$ cat config.mk
export PLATFORM = sky130hd
export DESIGN_NAME = wildcard_pattern_matcher
export DESIGN_NICKNAME = d
export VERILOG_FILES = /design/src/rtl/wpm_pkg.sv /design/src/rtl/wpm_ram.sv /design/src/rtl/wpm_front.sv /design/src/rtl/wpm_queue.sv /design/src/rtl/wpm_back.sv /design/src/rtl/wildcard_pattern_matcher.sv
export SDC_FILE = /design/constraint.sdc
export NUM_CORES = 2
export LEC_CHECK = 0
export BUFFER_PORTS_ARGS = -buffer_cell sky130_fd_sc_hd__buf_2
export CAP_MARGIN = 20
export CORE_ASPECT_RATIO = 0.5
export CORE_MARGIN = 1.5
export CORE_UTILIZATION = 50
export DETAILED_ROUTE_END_ITERATION = 8
export GPL_ROUTABILITY_DRIVEN = 0
export PLACE_DENSITY = 0.65
export SETUP_SLACK_MARGIN = 0.05
export SLEW_MARGIN = 5
export SYNTH_ARGS = -nofsm -noshare
export SYNTH_HDL_FRONTEND = slang
export SYNTH_SLANG_ARGS = --single-unit
$ cat constraint.sdc
create_clock -name clk -period 11.8 [get_ports clk]
set_input_delay 1.18 -clock clk [delete_from_list [all_inputs] [get_ports clk]]
set_output_delay 1.18 -clock clk [all_outputs]
set_load 0.02 [all_outputs]
$ cat src/rtl/wpm_pkg.sv
`default_nettype none

package wpm_pkg;

    // action codes
    localparam logic [1:0] ACT_RESTART = 2'd0;
    localparam logic [1:0] ACT_PATTERN = 2'd1;
    localparam logic [1:0] ACT_TEXT    = 2'd2;

    localparam logic [7:0]  WILDCARD_BYTE = 8'd42;
    localparam logic [19:0] COUNT_LIMIT   = 20'hFFFFF;

    // entries in the queue between front and back
    localparam int QUEUE_DEPTH = 4;

    typedef struct packed {
        logic [1:0] action;
        logic [7:0] byte_value;
    } wpm_in_t;

    typedef struct packed {
        logic        match_found;
        logic [19:0] start_position;
        logic [19:0] match_count;
    } wpm_out_t;

    // control half of a queue entry; the lane vector travels beside it
    typedef struct packed {
        logic        clear;
        logic [19:0] start_position;
    } wpm_tag_t;

endpackage

`default_nettype wire

$ cat src/rtl/wpm_ram.sv
`default_nettype none

module wpm_ram #(
    parameter int WIDTH = 8,
    parameter int DEPTH = 64
) (
    input  wire logic                                      clk,
    input  wire logic                                      we,
    input  wire logic [((DEPTH > 1) ? $clog2(DEPTH) : 1)-1:0] waddr,
    input  wire logic [WIDTH-1:0]                          wdata,
    input  wire logic                                      re,
    input  wire logic [((DEPTH > 1) ? $clog2(DEPTH) : 1)-1:0] raddr,
    output logic      [WIDTH-1:0]                          rdata
);

    logic [WIDTH-1:0] mem [DEPTH];

    always_ff @(posedge clk)
    begin
        if (we)
        begin
            mem[waddr] <= wdata;
        end
        if (re)
        begin
            rdata <= mem[raddr];
        end
    end

endmodule

`default_nettype wire

$ cat src/rtl/wpm_front.sv
`default_nettype none

module wpm_front
    import wpm_pkg::*;
#(
    parameter int          PATTERN_MAX = 64,
    parameter logic [31:0] TEXT_MAX    = 32'd1048575
) (
    input  wire logic                   clk,
    input  wire logic                   rst_n,
    input  wire logic                   item_valid,
    output logic                        item_stall,
    input  wire wpm_in_t                item,
    input  wire logic                   cfg_valid,
    output logic                        cfg_ready,
    input  wire logic [6:0]             cfg_data,
    input  wire logic                   q_full,
    output logic                        push,
    output wpm_tag_t                    push_tag,
    output logic [PATTERN_MAX-1:0]      push_lanes
);

    localparam int LW = $clog2(PATTERN_MAX + 1);
    localparam int IW = (PATTERN_MAX > 1) ? $clog2(PATTERN_MAX) : 1;
    localparam logic [19:0] SEEN_LIMIT =
        (TEXT_MAX < {12'd0, COUNT_LIMIT}) ? TEXT_MAX[19:0] : COUNT_LIMIT;

    logic [LW-1:0] len_reg;
    logic [LW-1:0] len_next;
    logic [LW-1:0] load_ptr_reg;
    logic [19:0]   seen_reg;
    logic [19:0]   seen_next;
    logic [7:0]    tw_reg [PATTERN_MAX];
    logic [7:0]    tw_next [PATTERN_MAX];
    logic [7:0]    ap_reg [PATTERN_MAX];   // pattern, reversed to window order

    logic          sweep_active_reg;
    logic [LW-1:0] sweep_idx_reg;
    logic          rd_pend_reg;
    logic [IW-1:0] rd_lane_reg;
    logic          sweep_rd;
    logic [LW-1:0] sweep_addr;
    logic [7:0]    ram_rdata;

    logic          accept;
    logic          is_restart;
    logic          is_pattern;
    logic          is_text;
    logic          store_wr;
    logic          ap_wr;
    logic [LW-1:0] ap_idx;
    logic          cfg_wr;

    assign cfg_ready  = !sweep_active_reg && !rd_pend_reg;
    assign cfg_wr     = cfg_valid && cfg_ready;
    assign item_stall = q_full || sweep_active_reg || rd_pend_reg || cfg_valid;
    assign accept     = item_valid && !item_stall;
    assign is_restart = accept && (item.action == ACT_RESTART);
    assign is_pattern = accept && (item.action == ACT_PATTERN);
    assign is_text    = accept && (item.action == ACT_TEXT);

    assign store_wr   = is_pattern && (load_ptr_reg < LW'(PATTERN_MAX));
    assign ap_wr      = is_pattern && (load_ptr_reg < len_reg);
    assign ap_idx     = len_reg - LW'(1) - load_ptr_reg;

    assign sweep_rd   = sweep_active_reg && (sweep_idx_reg < len_reg);
    assign sweep_addr = len_reg - LW'(1) - sweep_idx_reg;

    always_comb
    begin
        if (cfg_data == 7'd0)
        begin
            len_next = LW'(1);
        end
        else if (32'(cfg_data) > 32'(PATTERN_MAX))
        begin
            len_next = LW'(PATTERN_MAX);
        end
        else
        begin
            len_next = LW'(cfg_data);
        end
    end

    wpm_ram #(
        .WIDTH (8),
        .DEPTH (PATTERN_MAX)
    ) u_pattern_ram (
        .clk   (clk),
        .we    (store_wr),
        .waddr (load_ptr_reg[IW-1:0]),
        .wdata (item.byte_value),
        .re    (sweep_rd),
        .raddr (sweep_addr[IW-1:0]),
        .rdata (ram_rdata)
    );

    // window after the incoming byte shifts in; lane k against aligned pattern k
    assign tw_next[0] = item.byte_value;
    for (genvar k = 1; k < PATTERN_MAX; k++)
    begin : g_shift
        assign tw_next[k] = tw_reg[k-1];
    end

    for (genvar k = 0; k < PATTERN_MAX; k++)
    begin : g_lane
        assign push_lanes[k] = (LW'(k) >= len_reg)
                            || (ap_reg[k] == WILDCARD_BYTE)
                            || (tw_next[k] == WILDCARD_BYTE)
                            || (ap_reg[k] == tw_next[k]);
    end

    assign seen_next = (seen_reg < SEEN_LIMIT) ? seen_reg + 20'd1 : seen_reg;

    assign push                    = is_restart || (is_text && (seen_next >= 20'(len_reg)));
    assign push_tag.clear          = is_restart;
    assign push_tag.start_position = seen_next - 20'(len_reg) + 20'd1;

    always_ff @(posedge clk or negedge rst_n)
    begin
        if (!rst_n)
        begin
            len_reg          <= LW'(1);
            sweep_active_reg <= 1'b0;
            sweep_idx_reg    <= '0;
            rd_pend_reg      <= 1'b0;
            rd_lane_reg      <= '0;
        end
        else
        begin
            rd_pend_reg <= sweep_rd;
            rd_lane_reg <= sweep_idx_reg[IW-1:0];
            if (cfg_wr)
            begin
                len_reg          <= len_next;
                sweep_active_reg <= 1'b1;
                sweep_idx_reg    <= '0;
            end
            else if (sweep_active_reg)
            begin
                if (sweep_rd)
                begin
                    sweep_idx_reg <= sweep_idx_reg + LW'(1);
                end
                else
                begin
                    sweep_active_reg <= 1'b0;
                end
            end
        end
    end

    always_ff @(posedge clk or negedge rst_n)
    begin
        if (!rst_n)
        begin
            load_ptr_reg <= '0;
            seen_reg     <= '0;
            for (int k = 0; k < PATTERN_MAX; k++)
            begin
                tw_reg[k] <= '0;
            end
        end
        else if (is_restart)
        begin
            load_ptr_reg <= '0;
            seen_reg     <= '0;
            for (int k = 0; k < PATTERN_MAX; k++)
            begin
                tw_reg[k] <= '0;
            end
        end
        else if (store_wr)
        begin
            load_ptr_reg <= load_ptr_reg + LW'(1);
        end
        else if (is_text)
        begin
            seen_reg <= seen_next;
            for (int k = 0; k < PATTERN_MAX; k++)
            begin
                tw_reg[k] <= tw_next[k];
            end
        end
    end

    always_ff @(posedge clk)
    begin
        if (rd_pend_reg)
        begin
            ap_reg[rd_lane_reg] <= ram_rdata;
        end
        else if (ap_wr)
        begin
            ap_reg[ap_idx[IW-1:0]] <= item.byte_value;
        end
    end

    a_load_ptr_bound: assert property (@(posedge clk) disable iff (!rst_n)
        load_ptr_reg <= LW'(PATTERN_MAX))
        else $error("load pointer beyond pattern store");

    a_cfg_starts_sweep: assert property (@(posedge clk) disable iff (!rst_n)
        cfg_wr |=> sweep_active_reg && !accept)
        else $error("length write did not start realignment");

endmodule

`default_nettype wire

$ cat src/rtl/wpm_queue.sv
`default_nettype none

module wpm_queue #(
    parameter int WIDTH = 8,
    parameter int DEPTH = 4
) (
    input  wire logic             clk,
    input  wire logic             rst_n,
    input  wire logic             push,
    input  wire logic [WIDTH-1:0] push_data,
    output logic                  full,
    input  wire logic             pop,
    output logic      [WIDTH-1:0] pop_data,
    output logic                  empty
);

    localparam int PW = (DEPTH > 1) ? $clog2(DEPTH) : 1;
    localparam int CW = $clog2(DEPTH + 1);

    logic [WIDTH-1:0] mem [DEPTH];
    logic [PW-1:0]    wr_ptr_reg;
    logic [PW-1:0]    rd_ptr_reg;
    logic [CW-1:0]    count_reg;

    assign full     = (count_reg == CW'(DEPTH));
    assign empty    = (count_reg == '0);
    assign pop_data = mem[rd_ptr_reg];

    always_ff @(posedge clk or negedge rst_n)
    begin
        if (!rst_n)
        begin
            wr_ptr_reg <= '0;
            rd_ptr_reg <= '0;
            count_reg  <= '0;
        end
        else
        begin
            if (push)
            begin
                wr_ptr_reg <= (wr_ptr_reg == PW'(DEPTH - 1)) ? '0 : wr_ptr_reg + PW'(1);
            end
            if (pop)
            begin
                rd_ptr_reg <= (rd_ptr_reg == PW'(DEPTH - 1)) ? '0 : rd_ptr_reg + PW'(1);
            end
            if (push && !pop)
            begin
                count_reg <= count_reg + CW'(1);
            end
            else if (pop && !push)
            begin
                count_reg <= count_reg - CW'(1);
            end
        end
    end

    always_ff @(posedge clk)
    begin
        if (push)
        begin
            mem[wr_ptr_reg] <= push_data;
        end
    end

    a_no_overflow: assert property (@(posedge clk) disable iff (!rst_n)
        !(push && full))
        else $error("queue overflow");

    a_no_underflow: assert property (@(posedge clk) disable iff (!rst_n)
        !(pop && empty))
        else $error("queue underflow");

endmodule

`default_nettype wire

$ cat src/rtl/wpm_back.sv
`default_nettype none

module wpm_back
    import wpm_pkg::*;
#(
    parameter int PATTERN_MAX = 64
) (
    input  wire logic                   clk,
    input  wire logic                   rst_n,
    input  wire logic                   q_empty,
    output logic                        pop,
    input  wire wpm_tag_t               q_tag,
    input  wire logic [PATTERN_MAX-1:0] q_lanes,
    output logic                        result_valid,
    input  wire logic                   result_stall,
    output wpm_out_t                    result
);

    logic        out_valid_reg;
    wpm_out_t    out_reg;
    logic [19:0] matches_reg;
    logic [19:0] matches_next;
    logic        hit;

    assign pop          = !q_empty && (!out_valid_reg || !result_stall);
    assign hit          = &q_lanes;
    assign matches_next = (hit && (matches_reg < COUNT_LIMIT)) ? matches_reg + 20'd1
                                                                : matches_reg;
    assign result_valid = out_valid_reg;
    assign result       = out_reg;

    always_ff @(posedge clk or negedge rst_n)
    begin
        if (!rst_n)
        begin
            out_valid_reg <= 1'b0;
            matches_reg   <= '0;
        end
        else
        begin
            if (out_valid_reg && !result_stall)
            begin
                out_valid_reg <= 1'b0;
            end
            if (pop)
            begin
                if (q_tag.clear)
                begin
                    matches_reg <= '0;
                end
                else
                begin
                    matches_reg   <= matches_next;
                    out_valid_reg <= 1'b1;
                end
            end
        end
    end

    always_ff @(posedge clk)
    begin
        if (pop && !q_tag.clear)
        begin
            out_reg.match_found    <= hit;
            out_reg.start_position <= q_tag.start_position;
            out_reg.match_count    <= matches_next;
        end
    end

    a_hit_counted: assert property (@(posedge clk) disable iff (!rst_n)
        out_valid_reg && out_reg.match_found |-> out_reg.match_count != 20'd0)
        else $error("match reported with zero count");

endmodule

`default_nettype wire

$ cat src/rtl/wildcard_pattern_matcher.sv
`default_nettype none

// Wildcard pattern matcher. Pattern bytes (action 1) are appended to a pattern
// store, text bytes (action 2) shift into a window, and once the window holds
// as many bytes as the pattern length, every text byte yields one result
// transaction: whether each aligned pair of bytes is equal or either side is a
// '*' (byte 42), the 1-based start of the window, and the saturating count of
// matches since the last restart (action 0; code 3 is ignored). The block
// sustains one input transaction per clock while item_stall is low: the front
// compares all window lanes in parallel against a copy of the pattern held
// in window order, and the back reduces the lanes and keeps the count, with
// a small queue between them so that a stalled result does not hold up the
// input straight away. A text byte's result is pushed into the queue when the
// byte is taken and then into the back's output register; output stalls hold
// it in the queue. Writing the pattern length on the cfg port starts a
// realignment pass that reads the pattern store into the copy, one entry per
// clock; input is stalled and cfg_ready is low until the pass is done.
module wildcard_pattern_matcher
    import wpm_pkg::*;
#(
    parameter int          PATTERN_MAX = 64,
    parameter logic [31:0] TEXT_MAX    = 32'd1048575
) (
    input  wire logic       clk,
    input  wire logic       rst_n,
    input  wire logic       item_valid,
    output logic            item_stall,
    input  wire wpm_in_t    item,
    output logic            result_valid,
    input  wire logic       result_stall,
    output wpm_out_t        result,
    input  wire logic       cfg_valid,
    output logic            cfg_ready,
    input  wire logic [6:0] cfg_data
);

    localparam int TAGW = $bits(wpm_tag_t);
    localparam int QW   = TAGW + PATTERN_MAX;

    // front to queue
    logic                   push;
    wpm_tag_t               push_tag;
    logic [PATTERN_MAX-1:0] push_lanes;
    logic                   q_full;

    // queue to back
    logic                   pop;
    logic                   q_empty;
    logic [QW-1:0]          q_data;
    wpm_tag_t               q_tag;
    logic [PATTERN_MAX-1:0] q_lanes;

    wpm_front #(
        .PATTERN_MAX (PATTERN_MAX),
        .TEXT_MAX    (TEXT_MAX)
    ) u_front (
        .clk        (clk),
        .rst_n      (rst_n),
        .item_valid (item_valid),
        .item_stall (item_stall),
        .item       (item),
        .cfg_valid  (cfg_valid),
        .cfg_ready  (cfg_ready),
        .cfg_data   (cfg_data),
        .q_full     (q_full),
        .push       (push),
        .push_tag   (push_tag),
        .push_lanes (push_lanes)
    );

    wpm_queue #(
        .WIDTH (QW),
        .DEPTH (QUEUE_DEPTH)
    ) u_queue (
        .clk       (clk),
        .rst_n     (rst_n),
        .push      (push),
        .push_data ({push_tag, push_lanes}),
        .full      (q_full),
        .pop       (pop),
        .pop_data  (q_data),
        .empty     (q_empty)
    );

    assign q_tag   = wpm_tag_t'(q_data[QW-1 -: TAGW]);
    assign q_lanes = q_data[PATTERN_MAX-1:0];

    wpm_back #(
        .PATTERN_MAX (PATTERN_MAX)
    ) u_back (
        .clk          (clk),
        .rst_n        (rst_n),
        .q_empty      (q_empty),
        .pop          (pop),
        .q_tag        (q_tag),
        .q_lanes      (q_lanes),
        .result_valid (result_valid),
        .result_stall (result_stall),
        .result       (result)
    );

endmodule

`default_nettype wire
==> metrics <==
startpoint kind of the worst setup timing path=flip-flop; TritonCTS clock tree=built; Seq/Total Area, Yosys=around 68%; area of combinational cells with multiple inputs=0.0259 sq mm; Async S/R FF share, synth=between 20 and 30%; Post-DP Area=0.0870 sq mm; count of non-filler cells in the finished layout=roughly 8.6k; core area=approximately 0.17 sq mm; Synth Flop Type=sky130_fd_sc_hd__edfxtp_1; actual transition at the worst max-transition pin=1530 ps; clock buffers created by TritonCTS=between 150 and 200; placed wire-length estimate after detailed placement=140000 microns; Final setup violation count=0; flip-flop and latch count after synthesis=1994; standby leakage power=34.8 nW; height of the die=about 300 microns; dominant cell by count in the synthesized netlist=sky130_fd_sc_hd__edfxtp_1; Final Cell Area=0.0931 sq mm; Fin. Hold Viols=0; top-area cell type share of the netlist area=50.5%; share of final-layout standard cells stronger than drive strength 1=a little over a tenth; Post-synth EDFFs=~1.4k; path depth of the worst reg2reg path=9; CTS Hold Bufs=0; die outline area=0.171 sq mm; distinct cell type count of the synthesized netlist=91; Total GRT Usage=25.3%; via count of the first global-routing pass=approximately 51k; drt total wl=217000 microns; worst relative slew slack=-2.12%; number of clock sinks=1994; synthesized area=roughly 0.084 sq mm; Avg WL per Cell=25.3 microns; average cell area after synthesis=13.7 sq um; number of DRC violations after detailed-routing iteration 0=about 5.4k; Post-Place Cells=8223; total of warnings raised by yosys=0; number of nets at the end of the flow=6306; pwr/cell area=236 mW/mm^2; cell types occupying the most area after synthesis=sky130_fd_sc_hd__edfxtp_1 50%, sky130_fd_sc_hd__dfrtp_1 17%, sky130_fd_sc_hd__nand2_1 5.2%; detail-routed via count per cell=6.04; setup repair after global routing missed its margin=no; number of routed nets with antenna violations=0; arrival time at the worst endpoint=6370 ps; net count of the mapped netlist=6223; violations in the final reports=slew limit; type of the tightest min-delay check=input port to asynchronous set/reset pin; total negative slack for setup checks=0 ps; iteration count of the initial detailed-routing pass=6; number of buffers inserted by post-CTS setup repair=0; Post-CTS Resized=0; cell chosen for the clock root=sky130_fd_sc_hd__clkbuf_16; Synth top cells by count=1413 x sky130_fd_sc_hd__edfxtp_1, 1162 x sky130_fd_sc_hd__nand2_1, 580 x sky130_fd_sc_hd__dfrtp_1, 569 x sky130_fd_sc_hd__nand3_1, 410 x sky130_fd_sc_hd__xnor2_1; share of the clock period used by the worst path after layout=49.1%; row count=106; starting density of the core=a little over 50%; outcome=finished, violations left; clock slew at the register clock pins of the worst setup and hold paths=70 ps; first-pass GRT wire length=326000 microns; largest area contributor in the netlist=sky130_fd_sc_hd__edfxtp_1; post-route clock skew=82.1 ps; top achievable clock speed=~170 MHz; Finished Core Util=between 50 and 60%; num ports=66; # fillers=13.1k; Die Span X=583 microns; VDD IR max=around 0.32 mV; Max FO, Critical Path=79; clock tree buffer depth=4; type of destination of the critical path=flip-flop; pin count of the biggest net entering global routing=roughly 240; H-Tree Level Count=4; number of port buffers=65; area growth from synthesis to final layout=10.7%; Mapped Cells=6122; grt total ovfl=0; fin crit period=approximately 5800 ps; Max Transition Viols Final=47; maximum capacitance violations=0; overall power=21.9 mW; total vias in the final route=51.8k; number of antenna violations at the first check in global routing=6; Sequential Area=0.0570 sq mm; crit path kind=flip-flop to flip-flop; Worst-Skew Late Latency=830 ps; detailed-route DRC error count=0; required time of the critical path=12380 ps
through the flow:
step | hold slack [ps] | setup WS, ps
after floorplan | 431 | 6670
after global placement | 449 | 6120
after detailed placement | 469 | 6080
after CTS | 398 | 6070
after global routing | 402 | 5850
final | 352 | 6000
critical path, stage by stage (launching register included):
cell and delay, ps:
sky130_fd_sc_hd__dfstp_2 790, sky130_fd_sc_hd__inv_1 340, sky130_fd_sc_hd__ha_1 480, sky130_fd_sc_hd__fa_4 1390, sky130_fd_sc_hd__buf_4 980, sky130_fd_sc_hd__mux4_2 440, sky130_fd_sc_hd__mux4_2 540, sky130_fd_sc_hd__nor2b_1 160
sky130_fd_sc_hd__a211oi_1 250, sky130_fd_sc_hd__a21oi_1 80
where the power goes:
| part | switching [mW] | total, mW | internal (mW) | leakage (nW) |
|---|---|---|---|---|
| combinational | 4.58 | 7.25 | 2.66 | 11.1 |
| sequential | 0.228 | 8.68 | 8.45 | 20.8 |
| clock | 2.58 | 6.00 | 3.42 | 2.92 |
| total | 7.39 | 21.9 | 14.5 | 34.8 |
worst paths after layout:
| path | start | slack [ps] | to |
|---|---|---|---|
| worst min-delay path | rst_n | 350 | u_front.tw_next[386] |
| max in group asynchronous | rst_n | 9020 | u_front.tw_next[232] |
| worst min register to register | u_front.sweep_idx_reg[0] | 470 | u_front.rd_lane_reg[0] |
| min in group clk | u_front.sweep_idx_reg[0] | 470 | u_front.rd_lane_reg[0] |
| worst max register to register | u_front.len_reg[0] | 6000 | u_front.u_pattern_ram.rdata[5] |
| worst max-delay path | u_front.len_reg[0] | 6000 | u_front.u_pattern_ram.rdata[5] |
cell type report:
cell class                 instances  area share, %
tap                             2214           2.98
clock inverter                    86           1.03
antenna                            5         0.0134
clock buffer                     241           5.36
timing repair buffer             162           1.26
sequential                      1994           61.2
inverter                          73          0.294
multi-input combinational       3793           27.9
cell families after synthesis:
family,Yosys count,synth area share [%]
fa+ha+maj,79,1.23
buf+inv,335,1.54
xor+xnor,582,6.09
compound gates,366,2.95
mux,213,5.25
simple gates,2553,15.2
flops,1994,67.8
cells in the final DEF, fill, tap and decap left out, types with 66 or more instances in the layout:
cell type,synthesis,routed
sky130_fd_sc_hd__xor2_1,171,170
sky130_fd_sc_hd__clkbuf_16,0,186
sky130_fd_sc_hd__inv_1,71,71
sky130_fd_sc_hd__o21ai_0,85,84
sky130_fd_sc_hd__buf_4,0,80
sky130_fd_sc_hd__buf_2,31,66
sky130_fd_sc_hd__nor2_1,216,213
sky130_fd_sc_hd__nand2_1,1162,1162
sky130_fd_sc_hd__mux4_2,180,180
sky130_fd_sc_hd__xnor2_1,410,408
sky130_fd_sc_hd__nor4bb_1,128,128
sky130_fd_sc_hd__nand3_1,569,569
sky130_fd_sc_hd__nand4_1,160,160
sky130_fd_sc_hd__nor4b_1,100,100
sky130_fd_sc_hd__dfrtp_1,580,579
sky130_fd_sc_hd__edfxtp_1,1413,1413
sky130_fd_sc_hd__ha_1,73,72
sky130_fd_sc_hd__a21oi_1,108,108
layer usage:
metal	GRT usage, %	vias up	part of all wire, %
met4	6.49	0	2.3
met5	0	-	0
met2	39.0	2142	46
li1	-	22700	-
met3	4.83	322	8.5
met1	37.2	26600	44
(Power assumes the default switching activity.)
